===== src/hdl/led_mode_override_stack_assert.svh =====
// Assertion macros shared by the LED mode override stack RTL.
// Each macro samples on clk and is disabled while rst is high.
`ifndef LED_MODE_OVERRIDE_STACK_ASSERT_SVH
`define LED_MODE_OVERRIDE_STACK_ASSERT_SVH

// Same-cycle implication.
`define LMOS_CHECK(label, ante, cons, msg) \
  label: assert property (@(posedge clk) disable iff (rst) (ante) |-> (cons)) \
    else $error(msg);

// Next-cycle implication.
`define LMOS_NEXT(label, ante, cons, msg) \
  label: assert property (@(posedge clk) disable iff (rst) (ante) |=> (cons)) \
    else $error(msg);

`endif


===== src/hdl/lmos_pkg.sv =====
package lmos_pkg;

  // Default stack depth
  localparam int STACK_DEPTH_DEF = 8;

  // Field widths
  localparam int RemW   = 16;
  localparam int CountW = 4;

  // Mode codes
  localparam logic [1:0] MODE_OFF  = 2'd0;
  localparam logic [1:0] MODE_ON   = 2'd1;
  localparam logic [1:0] MODE_SLOW = 2'd2;
  localparam logic [1:0] MODE_FAST = 2'd3;

  // Operation codes
  localparam logic OP_TICK = 1'b0;
  localparam logic OP_SET  = 1'b1;

  // Register indexes
  localparam logic [1:0] REG_SLOW_HALF = 2'd0;
  localparam logic [1:0] REG_FAST_HALF = 2'd1;
  localparam logic [1:0] REG_TICKS_UNIT = 2'd2;

  // Register reset values
  localparam logic [7:0] SLOW_HALF_RESET  = 8'd10;
  localparam logic [7:0] FAST_HALF_RESET  = 8'd2;
  localparam logic [7:0] TICKS_UNIT_RESET = 8'd10;

  typedef struct packed {
    logic       operation;
    logic [1:0] mode;
    logic [7:0] duration;
  } req_t;

  typedef struct packed {
    logic              led_level;
    logic [1:0]        active_mode;
    logic              sequencing;
    logic              push_rejected;
    logic [CountW-1:0] override_count;
  } rsp_t;

  // One override on the stack
  typedef struct packed {
    logic [1:0]      mode;
    logic [RemW-1:0] remaining;
  } entry_t;

endpackage


===== src/hdl/lmos_ram.sv =====
module lmos_ram #(
  parameter int WIDTH = 8,
  parameter int DEPTH = 8,
  localparam int AddrW = (DEPTH > 1) ? $clog2(DEPTH) : 1
) (
  input  logic             clk,
  input  logic             we,
  input  logic [AddrW-1:0] waddr,
  input  logic [WIDTH-1:0] wdata,
  input  logic             re,
  input  logic [AddrW-1:0] raddr,
  output logic [WIDTH-1:0] rdata
);

  logic [WIDTH-1:0] mem [DEPTH];

  // Write port, registered read port
  always_ff @(posedge clk) begin
    if (we) begin
      mem[waddr] <= wdata;
    end
    if (re) begin
      rdata <= mem[raddr];
    end
  end

endmodule


===== src/hdl/led_mode_override_stack.sv =====
// Channel   Direction  Handshake             Payload
// cfg       in         cfg_write             cfg_index, cfg_data
// req       in         req_valid/req_ready   req (req_t)
// rsp       out        rsp_valid/rsp_ready   rsp (rsp_t)
//
// A set request, a rejected push and a tick that touches no override finish on acceptance.
// A tick with live overrides walks the stack: the stack RAM is read once per
// entry, and survivors are written back compacted through its single write port.
// Reset clears control state; the stack RAM is not cleared, the fill count marks
// which entries are live. A result waits in an output register with a one-item
// skid behind it; req_ready drops only while a tick walks the stack or the skid is full.
`include "led_mode_override_stack_assert.svh"

module led_mode_override_stack import lmos_pkg::*; #(
  parameter int STACK_DEPTH = STACK_DEPTH_DEF
) (
  input  logic       clk,
  input  logic       rst,
  input  logic       cfg_write,
  input  logic [1:0] cfg_index,
  input  logic [7:0] cfg_data,
  input  logic       req_valid,
  output logic       req_ready,
  input  req_t       req,
  output logic       rsp_valid,
  input  logic       rsp_ready,
  output rsp_t       rsp
);

  localparam int IdxW  = (STACK_DEPTH > 1) ? $clog2(STACK_DEPTH) : 1;
  localparam int FillW = $clog2(STACK_DEPTH + 1);
  localparam int EntW  = $bits(entry_t);
  localparam logic [FillW-1:0] FullCount = FillW'(STACK_DEPTH);

  typedef enum logic {S_IDLE, S_WALK} state_t;

  state_t           state, state_next;
  logic [7:0]       slow_half, fast_half, ticks_unit;
  logic [1:0]       base_mode, base_mode_next;
  logic [1:0]       top_mode, top_mode_next;
  logic [FillW-1:0] fill, fill_next;
  logic [8:0]       phase, phase_next;
  logic             lamp, lamp_next;
  logic             ticking, ticking_next;
  logic [IdxW-1:0]  rd_idx, rd_idx_next;
  logic [FillW-1:0] wr_cnt, wr_cnt_next;
  logic             removed, removed_next;
  logic             skid_valid;
  rsp_t             skid;

  logic             accept;
  logic             fin;
  rsp_t             res;
  logic [1:0]       mode_now;
  logic             blink;
  logic [7:0]       half_raw, half;
  logic [8:0]       phase_wrap;
  logic             pattern_lamp;
  logic [7:0]       tpu_eff;
  logic [RemW-1:0]  product;
  entry_t           ent;
  logic [RemW-1:0]  dec;
  logic             keep;
  logic             last;

  logic             ram_we, ram_re;
  logic [IdxW-1:0]  ram_waddr, ram_raddr;
  logic [EntW-1:0]  ram_wdata, ram_rdata;

  lmos_ram #(
    .WIDTH (EntW),
    .DEPTH (STACK_DEPTH)
  ) u_ram (
    .clk   (clk),
    .we    (ram_we),
    .waddr (ram_waddr),
    .wdata (ram_wdata),
    .re    (ram_re),
    .raddr (ram_raddr),
    .rdata (ram_rdata)
  );

  assign req_ready = (state == S_IDLE) && !skid_valid;
  assign accept    = req_valid && req_ready;

  // Evaluate the pattern of the mode in force; only blink modes wrap the phase
  assign mode_now     = (fill != '0) ? top_mode : base_mode;
  assign blink        = (mode_now == MODE_SLOW) || (mode_now == MODE_FAST);
  assign half_raw     = (mode_now == MODE_SLOW) ? slow_half : fast_half;
  assign half         = (half_raw == 8'd0) ? 8'd1 : half_raw;
  assign phase_wrap   = (blink && (phase >= {half, 1'b0})) ? 9'd0 : phase;
  assign pattern_lamp = (mode_now == MODE_ON) ||
                        (blink && (phase_wrap >= {1'b0, half}));

  // Scale the override length
  assign tpu_eff = (ticks_unit == 8'd0) ? 8'd1 : ticks_unit;
  assign product = {8'd0, req.duration} * {8'd0, tpu_eff};

  // Count down the entry read back from the stack
  assign ent  = ram_rdata;
  assign dec  = (ent.remaining != '0) ? ent.remaining - RemW'(1) : '0;
  assign keep = (dec != '0);
  assign last = (FillW'(rd_idx) + FillW'(1)) == fill;

  // Sequence set requests, pushes and ticks
  always_comb begin
    state_next     = state;
    base_mode_next = base_mode;
    top_mode_next  = top_mode;
    fill_next      = fill;
    phase_next     = phase;
    lamp_next      = lamp;
    ticking_next   = ticking;
    rd_idx_next    = rd_idx;
    wr_cnt_next    = wr_cnt;
    removed_next   = removed;
    fin            = 1'b0;
    res            = '0;
    ram_we         = 1'b0;
    ram_waddr      = '0;
    ram_wdata      = '0;
    ram_re         = 1'b0;
    ram_raddr      = '0;

    case (state)
      S_IDLE: begin
        if (accept) begin
          fin = 1'b1;
          if (req.operation == OP_TICK) begin
            if (ticking) begin
              if (fill == '0 && !blink) begin
                lamp_next    = (mode_now == MODE_ON);
                ticking_next = 1'b0;
              end else if (fill == '0) begin
                lamp_next  = pattern_lamp;
                phase_next = phase_wrap + 9'd1;
              end else begin
                // Walk the stack from the bottom
                fin          = 1'b0;
                lamp_next    = pattern_lamp;
                phase_next   = phase_wrap;
                rd_idx_next  = '0;
                wr_cnt_next  = '0;
                removed_next = 1'b0;
                ram_re       = 1'b1;
                state_next   = S_WALK;
              end
            end
          end else if (req.duration == 8'd0) begin
            base_mode_next = req.mode;
            if (!ticking) begin
              if (req.mode == MODE_ON) begin
                lamp_next = 1'b1;
              end else if (req.mode == MODE_OFF) begin
                lamp_next = 1'b0;
              end else begin
                ticking_next = 1'b1;
                phase_next   = '0;
              end
            end
          end else if (fill == FullCount) begin
            res.push_rejected = 1'b1;
          end else begin
            ram_we        = 1'b1;
            ram_waddr     = fill[IdxW-1:0];
            ram_wdata     = {req.mode, product};
            fill_next     = fill + FillW'(1);
            top_mode_next = req.mode;
            if (!ticking) begin
              ticking_next = 1'b1;
              phase_next   = '0;
            end
          end
        end
      end
      S_WALK: begin
        // Write back survivors compacted, drop expired entries
        if (keep) begin
          ram_we        = 1'b1;
          ram_waddr     = wr_cnt[IdxW-1:0];
          ram_wdata     = {ent.mode, dec};
          top_mode_next = ent.mode;
        end
        wr_cnt_next  = wr_cnt + FillW'(keep);
        removed_next = removed || !keep;
        if (last) begin
          fin        = 1'b1;
          fill_next  = wr_cnt_next;
          phase_next = removed_next ? 9'd0 : phase + 9'd1;
          state_next = S_IDLE;
        end else begin
          ram_re      = 1'b1;
          ram_raddr   = rd_idx + IdxW'(1);
          rd_idx_next = rd_idx + IdxW'(1);
        end
      end
      default: begin
        state_next = S_IDLE;
      end
    endcase

    res.led_level      = lamp_next;
    res.active_mode    = (fill_next != '0) ? top_mode_next : base_mode_next;
    res.sequencing     = ticking_next;
    res.override_count = CountW'(fill_next);
  end

  // Hold state, configuration and the result buffer
  always_ff @(posedge clk) begin
    if (rst) begin
      state      <= S_IDLE;
      slow_half  <= SLOW_HALF_RESET;
      fast_half  <= FAST_HALF_RESET;
      ticks_unit <= TICKS_UNIT_RESET;
      base_mode  <= MODE_OFF;
      fill       <= '0;
      phase      <= '0;
      lamp       <= 1'b0;
      ticking    <= 1'b0;
      rsp_valid  <= 1'b0;
      skid_valid <= 1'b0;
    end else begin
      state     <= state_next;
      base_mode <= base_mode_next;
      fill      <= fill_next;
      phase     <= phase_next;
      lamp      <= lamp_next;
      ticking   <= ticking_next;

      if (cfg_write) begin
        case (cfg_index)
          REG_SLOW_HALF:  slow_half  <= cfg_data;
          REG_FAST_HALF:  fast_half  <= cfg_data;
          REG_TICKS_UNIT: ticks_unit <= cfg_data;
          default: ;
        endcase
      end

      // Advance the output register, park a result in the skid when stalled
      if (!rsp_valid || rsp_ready) begin
        if (skid_valid) begin
          rsp        <= skid;
          rsp_valid  <= 1'b1;
          skid_valid <= fin;
          if (fin) begin
            skid <= res;
          end
        end else begin
          rsp_valid <= fin;
          if (fin) begin
            rsp <= res;
          end
        end
      end else if (fin) begin
        skid       <= res;
        skid_valid <= 1'b1;
      end
    end
  end

  // Stack-top and walk registers need no reset
  always_ff @(posedge clk) begin
    top_mode <= top_mode_next;
    rd_idx   <= rd_idx_next;
    wr_cnt   <= wr_cnt_next;
    removed  <= removed_next;
  end

  `LMOS_CHECK(walk_write_trails_read, (state == S_WALK) && ram_we, FillW'(ram_waddr) <= FillW'(rd_idx), "write-back overtook the read pointer")
  `LMOS_CHECK(skid_behind_output, skid_valid, rsp_valid, "skid holds an item while the output is empty")
  `LMOS_CHECK(idle_stack_empty, !ticking, fill == '0, "overrides live while ticks are idle")
  `LMOS_CHECK(reject_only_when_full, fin && res.push_rejected, fill == FullCount, "push rejected below full stack")
  `LMOS_NEXT(push_grows_stack, accept && (req.operation == OP_SET) && (req.duration != 8'd0) && (fill != FullCount), fill == $past(fill) + FillW'(1), "accepted push did not grow the stack")

endmodule


===== config.mk =====
export PLATFORM = sky130hd
export DESIGN_NAME = led_mode_override_stack
export DESIGN_NICKNAME = d
export VERILOG_FILES = /design/src/hdl/lmos_pkg.sv /design/src/hdl/lmos_ram.sv /design/src/hdl/led_mode_override_stack.sv
export VERILOG_INCLUDE_DIRS = /design/src /design/src/hdl
export SDC_FILE = /design/constraint.sdc
export NUM_CORES = 1
export LEC_CHECK = 0
export BUFFER_PORTS_ARGS = -buffer_cell sky130_fd_sc_hd__buf_2
export CAP_MARGIN = 40
export CORE_MARGIN = 2
export CORE_UTILIZATION = 35
export DETAILED_ROUTE_END_ITERATION = 16
export GPL_TIMING_DRIVEN = 0
export HOLD_SLACK_MARGIN = 0.15
export SYNTH_ARGS = -nofsm -noshare
export SYNTH_HDL_FRONTEND = slang
export SYNTH_SLANG_ARGS = --single-unit

===== constraint.sdc =====
create_clock -name clk -period 7.3 [get_ports clk]
set_input_delay 0.365 -clock clk [delete_from_list [all_inputs] [get_ports clk]]
set_output_delay 0.365 -clock clk [all_outputs]
set_load 0.01 [all_outputs]

**Yosys cells after proc, flatten, opt, wreduce, memory -nomap -nowiden**

Memory sizes are Yosys's and may differ from the RTL's. A register that Yosys moved wholly into a read port is not among the register bits.
Index checks and enable logic that the tools add are counted.

- Reduce and logical (&&, ||, !) cells: 33
- Bitwise operators: 2
- Magnitude comparators: 2
- Add/subtract/negate cells: 7
- Multiplexer cells: 125
- Equality and inequality tests: 23
- Multiply operators: 1
- Shifts and indexed selects: 0
- Div/mod/pow operators: 0

Operator list:

| kind | number |
|---|---|
| $mux W9 | 19 |
| $mux W18 | 5 |
| $mux W1 | 52 |
| $mux W4 | 10 |
| $mux W3 | 13 |
| $pmux W18 S2 | 1 |
| $reduce_bool A16 Y1 | 2 |
| $logic_not A8 Y1 | 3 |
| $mux W8 | 3 |
| $mux W2 | 11 |
| $add A9 B1 Y9 const B | 2 |
| $pmux W9 S2 | 1 |
| $mul A8 B8 Y16 | 1 |
| $mux W16 | 1 |
| $ne A4 B4 Y1 const B | 4 |
| $pmux W4 S2 | 2 |
| $sub A16 B1 Y16 const B | 1 |
| $ne A2 B2 Y1 const B | 7 |
| $pmux W3 S2 | 2 |
| $ge A9 B8 Y1 | 1 |
| $ge A9 B9 Y1 | 1 |
| $reduce_and A9 Y1 | 1 |
| $pmux W1 S2 | 4 |
| $reduce_and A2 Y1 | 4 |
| other kinds (23) | 42 |

- Memory bits (writable): 144
- Register bits: 72
- Bits of input ports: 26
- Bits in read-only memories: 0
- Logic and storage cells: 219
- Memories: 1
- Output and inout port bits: 11
- Latch bits: 0

Memory list:

| name | words | width | read ports | clocked after Yosys merged registers in | write ports | RTL line | RTL |
|---|---|---|---|---|---|---|---|
| u_ram.mem | 8 | 18 | 1 | 1 | 1 | lmos_ram.sv:15 | `logic [WIDTH-1:0] mem [DEPTH];` |

**Depth between registers and ports, before layout**

- Word-level depth: 20
- Gate-level depth with buffers: 26
- Mapped depth without buffers: 23

**Hierarchy**

Synthesis repeated with hierarchy kept, for this count alone.

- Cell total of the unflattened synthesis: 1,042
- Area total of the unflattened synthesis: 13,007.5 µm²

By module, submodules not included:

| module | seq. area each (µm²) | instances | cells each | area each (µm²) |
|---|---|---|---|---|
| led_mode_override_stack | 1,701.6 | 1 | 803 | 6,862.8 |
| lmos_ram | 4,864.7 | 1 | 239 | 6,144.6 |

**Worst setup path after synthesis**

Ideal clock, no wire load.

- Path kind: flip-flop to flip-flop
- Start: register fill[1]
- End: register rsp[8] (netlist bit) (data pin)
- Path slack: 1.619 ns
- Setup time: 0.260 ns
- Stages on the path, launching flop included: 27
- Arrival time: 5.421 ns
- Clock period less this slack: 5.681 ns
- Path buffers: 3
- Data required time: 7.040 ns
- Cells stage by stage: dfxtp_1 -> clkbuf_1 -> inv_1 -> ha_1 -> nor3b_2 -> nand3b_1 -> o21ai_0 -> buf_1 -> mux2i_1 -> nand4_1 -> o21ai_0 -> ha_1 -> nand2b_1 -> a31oi_1 -> o21ai_0 -> a211oi_1 -> clkbuf_1 -> nand2b_1 -> ha_1 -> nand2b_1 -> a21o_1 -> a21o_1 -> a211oi_1 -> o21ai_0 -> a2111oi_0 -> o31ai_1 -> mux2_2

- Word-level cells in the longest chain between the ends: 19
- Elaborated cells on any way between the ends: 25
- Classes of those cells: 2 x order compare; 3 x eq/ne; 11 x mux; 9 x reduce/logical

RTL lines:

| item | RTL line | RTL |
|---|---|---|
| start, declared | led_mode_override_stack.sv:41 | `logic [FillW-1:0] fill, fill_next;` |
| start signal, assigned | led_mode_override_stack.sv:225 | `fill <= fill_next;` |
| $reduce_bool A4 Y1 | led_mode_override_stack.sv:87 | `assign mode_now = (fill != '0) ? top_mode : base_mode;` |
| $mux W2 | led_mode_override_stack.sv:87 |  |
| $eq A2 B2 Y1 | led_mode_override_stack.sv:88, led_mode_override_stack.sv:89 |  |
| $mux W8 | led_mode_override_stack.sv:89 | `assign half_raw = (mode_now == MODE_SLOW) ? slow_half : fast_half;` |
| $logic_not A8 Y1 | led_mode_override_stack.sv:90 | `assign half = (half_raw == 8'd0) ? 8'd1 : half_raw;` |
| $mux W8 | led_mode_override_stack.sv:90 |  |
| $ge A9 B9 Y1 | led_mode_override_stack.sv:91 | `assign phase_wrap = (blink && (phase >= {half, 1'b0})) ? 9'd0 : phase;` |
| $logic_and A1 B1 Y1 | led_mode_override_stack.sv:91 |  |
| [4 not listed] | n/a |  |
| $mux W1 (*) | led_mode_override_stack.sv:131 | `if (fill == '0 && !blink) begin` |
| $mux W1 (*) | led_mode_override_stack.sv:130 | `if (ticking) begin` |
| $mux W1 (*) | led_mode_override_stack.sv:129 | `if (req.operation == OP_TICK) begin` |
| $mux W1 (*) | led_mode_override_stack.sv:127 | `if (accept) begin` |
| $mux W1 (*) | led_mode_override_stack.sv:125 | `case (state)` |
| named net lamp_next | led_mode_override_stack.sv:43 | `logic lamp, lamp_next;` |
| $mux W9 (*) | led_mode_override_stack.sv:250 | `if (fin) begin` |
| $mux W9 (*) | led_mode_override_stack.sv:241 | `if (skid_valid) begin` |
| end signal, assigned | led_mode_override_stack.sv:242 | `rsp <= skid;` |
| end signal, assigned | led_mode_override_stack.sv:251 | `rsp <= res;` |
| end, declared | led_mode_override_stack.sv:27 | `output rsp_t rsp` |

The timed path passes the listed nets; every way through them passes the cells marked *. The select of a mux whose other input is x is not followed.
A chain may end at the register's enable or synchronous reset.

**Worst setup path in the final report**

Ends and elaborated chain as after synthesis.

==> flow_summary.yaml <==
timing:
  tightest_slew_ps: 1030
  fin_crit_sh_pct: 90.0
  rsz0062_at_grt: "false"
  slew_headroom_pct: 30.9
  fmax_mhz: 152
  setup_ws_ps: 727
  fin_crit_ps: 6570
  fin_worst_skew_ps: 9.19
  slew_viol_final: 0
  final-setup-viol-count: 0
  timing.final.hold_violations: 0
clocking:
  cts_buffers: 26
  cts_tree: "built"
  cts.sinks: 234
  cts_root_buf: "clkbuf_16"
  htree_levels: 1
  insertion_delay_ps: 530
  clk_pin_slew_ps: 60
  clockBufferDepth: 3
power:
  switchingPower_uw: 765
  peakVddDrop_mv: 0.146
  powerDensity_nw_per_um2: 212
  power_frac_clock_pct: 42.3
  p_sw_share_pct: 24.0
  pwr-share-seq_pct: 46.8
  combPwrFrac_pct: 11.0
  leakagePower_nw: 5.77
  internal_power_mw: 2.43
yosys:
  synth_area_sq_um: 13100
  yosysWarnings: 0
  syn_inst: 1283
  ys_async_sr_fraction_pct: 0
  avgSynthCellArea_sq_um: 10.2
  synth_edf_count: 188
  syn_nets: 1406
  synth_cell_types: 69
  synth_flop_cell: "edfxtp_1"
  synth_seq_cells: 234
  ys_seq_area_share_pct: 50.0
floorplanning:
  dieArea_sq_um: 39100
  std_cell_rows: 70
  die_y_um: 198
  start_util_pct: 35.7
  core-area_sq_um: 36800
  io_pins: 37
  die_w_um: 198
detailed_routing:
  ant_nets: 0
  finalWirelength_mm: 31.6
  firstDrtPassIters: 7
  via_per_inst: 5.23
  routedWlPerCell_um: 17.0
  drt_iter0_drc: 543
  dr_total_vias: 9749
  route.detailed.drc: 0
min_path:
  hold_path_class: "in2reg"
  min_to: "base_mode[0]"
  hold_depth: 3
  worstHoldStart: "req[8]"
final_layout:
  layout_commonest_cell: "edfxtp_1"
  fill_cells: 3566
  syn_to_final_growth_pct: 14.8
  nets: 1499
  final_area_sq_um: 15100
  antennaDiodeCount: 0
  drive_gt1_share_pct: 8.95
  final_cell_mix: "edfxtp_1, nor2_1, nand2_1"
flow_run:
  cap_violations: 0
worst_setup_path:
  required_ps: 7590
  critPathLaunchType: "register"
  r2r_end: "rsp[8]"
  worst-r2r-cell-count: 26
  ff2ff_setup_slack_ps: 730
  crit_path_max_incr_delay_ps: 510
  path_class: "reg2reg"
  r2r_start: "fill[1]"
  crit_top_cell: "o21ai_0"
  worstPathArrival_ps: 6860
  slowest_stage: "a2111oi_0"
  critical_path.max_fanout: 10
  end_kind: "register"
placed_design:
  place_congestion: 0.878
  placed_area_sq_um: 14100
  port_buffers: 33
  dp_slack_ps: -50.4
  hpwlAfterDp_mm: 22.9
global_routing:
  overflow: 0
  grt_pass1_vias: 9633
  grt_pass1_wl_mm: 51.6
  grt_start_max_net_pins: 19
  antenna_found_initial: 0
  track_usage_pct: 16.4
status:
  status: "completed"
## how the worst max path moves through the flow
stage,start,cells past startpoint,to
6_report,fill[1],26,rsp[8]
4_1_cts,fill[1],26,rsp[8]
2_1_floorplan,fill[1],26,rsp[8]
3_3_place_gp,fill[1],26,rsp[8]
3_5_place_dp,fill[1],26,rsp[8]
5_1_grt,fill[1],26,rsp[8]
## synthesized netlist by cell type (all sizes together) (4+ instances only)
library cell | number | area (sq um)
nand2 | 114 | 428
xnor2 | 20 | 175
nor3 | 112 | 566
dfxtp | 46 | 921
o31ai | 6 | 55.1
inv | 73 | 274
nand2b | 16 | 100
clkbuf | 59 | 221
nor4b | 4 | 35.0
nand3b | 8 | 60.1
ha | 61 | 763
and2 | 37 | 231
xor2 | 10 | 87.6
nor2b | 23 | 144
a32oi | 4 | 35.0
nand3 | 32 | 160
nor3b | 6 | 50.1
edfxtp | 188 | 5650
nor4 | 5 | 31.3
or4 | 5 | 41.3
a211oi | 5 | 37.5
a21o | 11 | 82.6
o21a | 7 | 52.6
and3 | 5 | 31.3
mux2 | 5 | 56.3
fa | 36 | 721
buf | 10 | 40.0
o22ai | 6 | 37.5
o21ai | 65 | 325
a31oi | 9 | 56.3
mux2i | 31 | 310
o21bai | 6 | 45.0
nor2 | 156 | 586
a21oi | 40 | 200
or3 | 13 | 86.3
a211o | 5 | 43.8
## power groups by stage
stage | Clock [mW] | Sequential [mW] | Combinational (mW)
global placement | 0 | 1.52 | 0.331
detailed placement | 0 | 1.52 | 0.343
floorplan | 0 | 1.52 | 0.238
global route | 1.43 | 1.49 | 0.399
finish | 1.35 | 1.49 | 0.351
CTS | 1.38 | 1.49 | 0.351
## sequential cells by signal, summed over array words and instances, names as in the netlist, 3 cells and up
signal / flops
ticks_unit: 8
rd_idx: 3
fill: 4
fast_half: 8
u_ram.mem: 144
skid: 9
u_ram.rdata: 18
slow_half: 8
phase: 9
wr_cnt: 4
rsp: 9
## what timing repair did
action | 4_1_cts | 5_1_grt
resized for setup | 1 | 2
hold buffers | 10 | 0
setup endpoints to repair | 1 | 3
buffers inserted | 0 | 2
hold endpoints to repair | 22 | 0
## metal layers
layer	track usage, %	wire [um]
met1	22.8	14800
met2	27.2	14600
met3	2.10	1590
met4	4.23	650
met5	0	0
## layout make-up
cell class	count	area (sq um)	share of cell area, %
clock buffers	29	683	4.53
clock inverters	19	196	1.30
well taps	468	586	3.89
inverters	73	274	1.82
multi-input cells	907	6060	40.2
plain buffers	69	263	1.74
repair buffers	65	438	2.91
flip-flops and latches	234	6570	43.6
## per-stage QoR
stage	power, mW	instances	hold slack [ps]	TNS, ps	utilization (%)
detailed placement	1.86	1802	466	-50.4	38.2
floorplan	1.76	1283	435	0	-
finish	3.19	1864	239	0	41.0
CTS	3.22	1860	220	0	40.9
global route	3.32	1864	267	0	41.0
global placement	1.85	1784	443	-52.1	37.7
## logic make-up (layout without fill, tap and decap cells)
| group | Yosys count | count (layout) | synth area share [%] |
|---|---|---|---|
| buf+inv | 142 | 255 | 4.08 |
| simple gates | 548 | 548 | 20.2 |
| xor+xnor | 30 | 30 | 2.00 |
| flops | 234 | 234 | 50.0 |
| fa+ha+maj | 97 | 97 | 11.3 |
| compound gates | 196 | 196 | 9.64 |
| mux | 36 | 36 | 2.79 |
## critical path: cells and delay by family, from the launching register on
| family | cells | cell delay (ps) |
|---|---|---|
| compound gates | 11 | 2630 |
| fa+ha+maj | 3 | 620 |
| buf+inv | 4 | 1050 |
| flops | 1 | 310 |
| mux | 2 | 740 |
| simple gates | 6 | 980 |
Note: power is estimated with default switching activity, not from simulation.
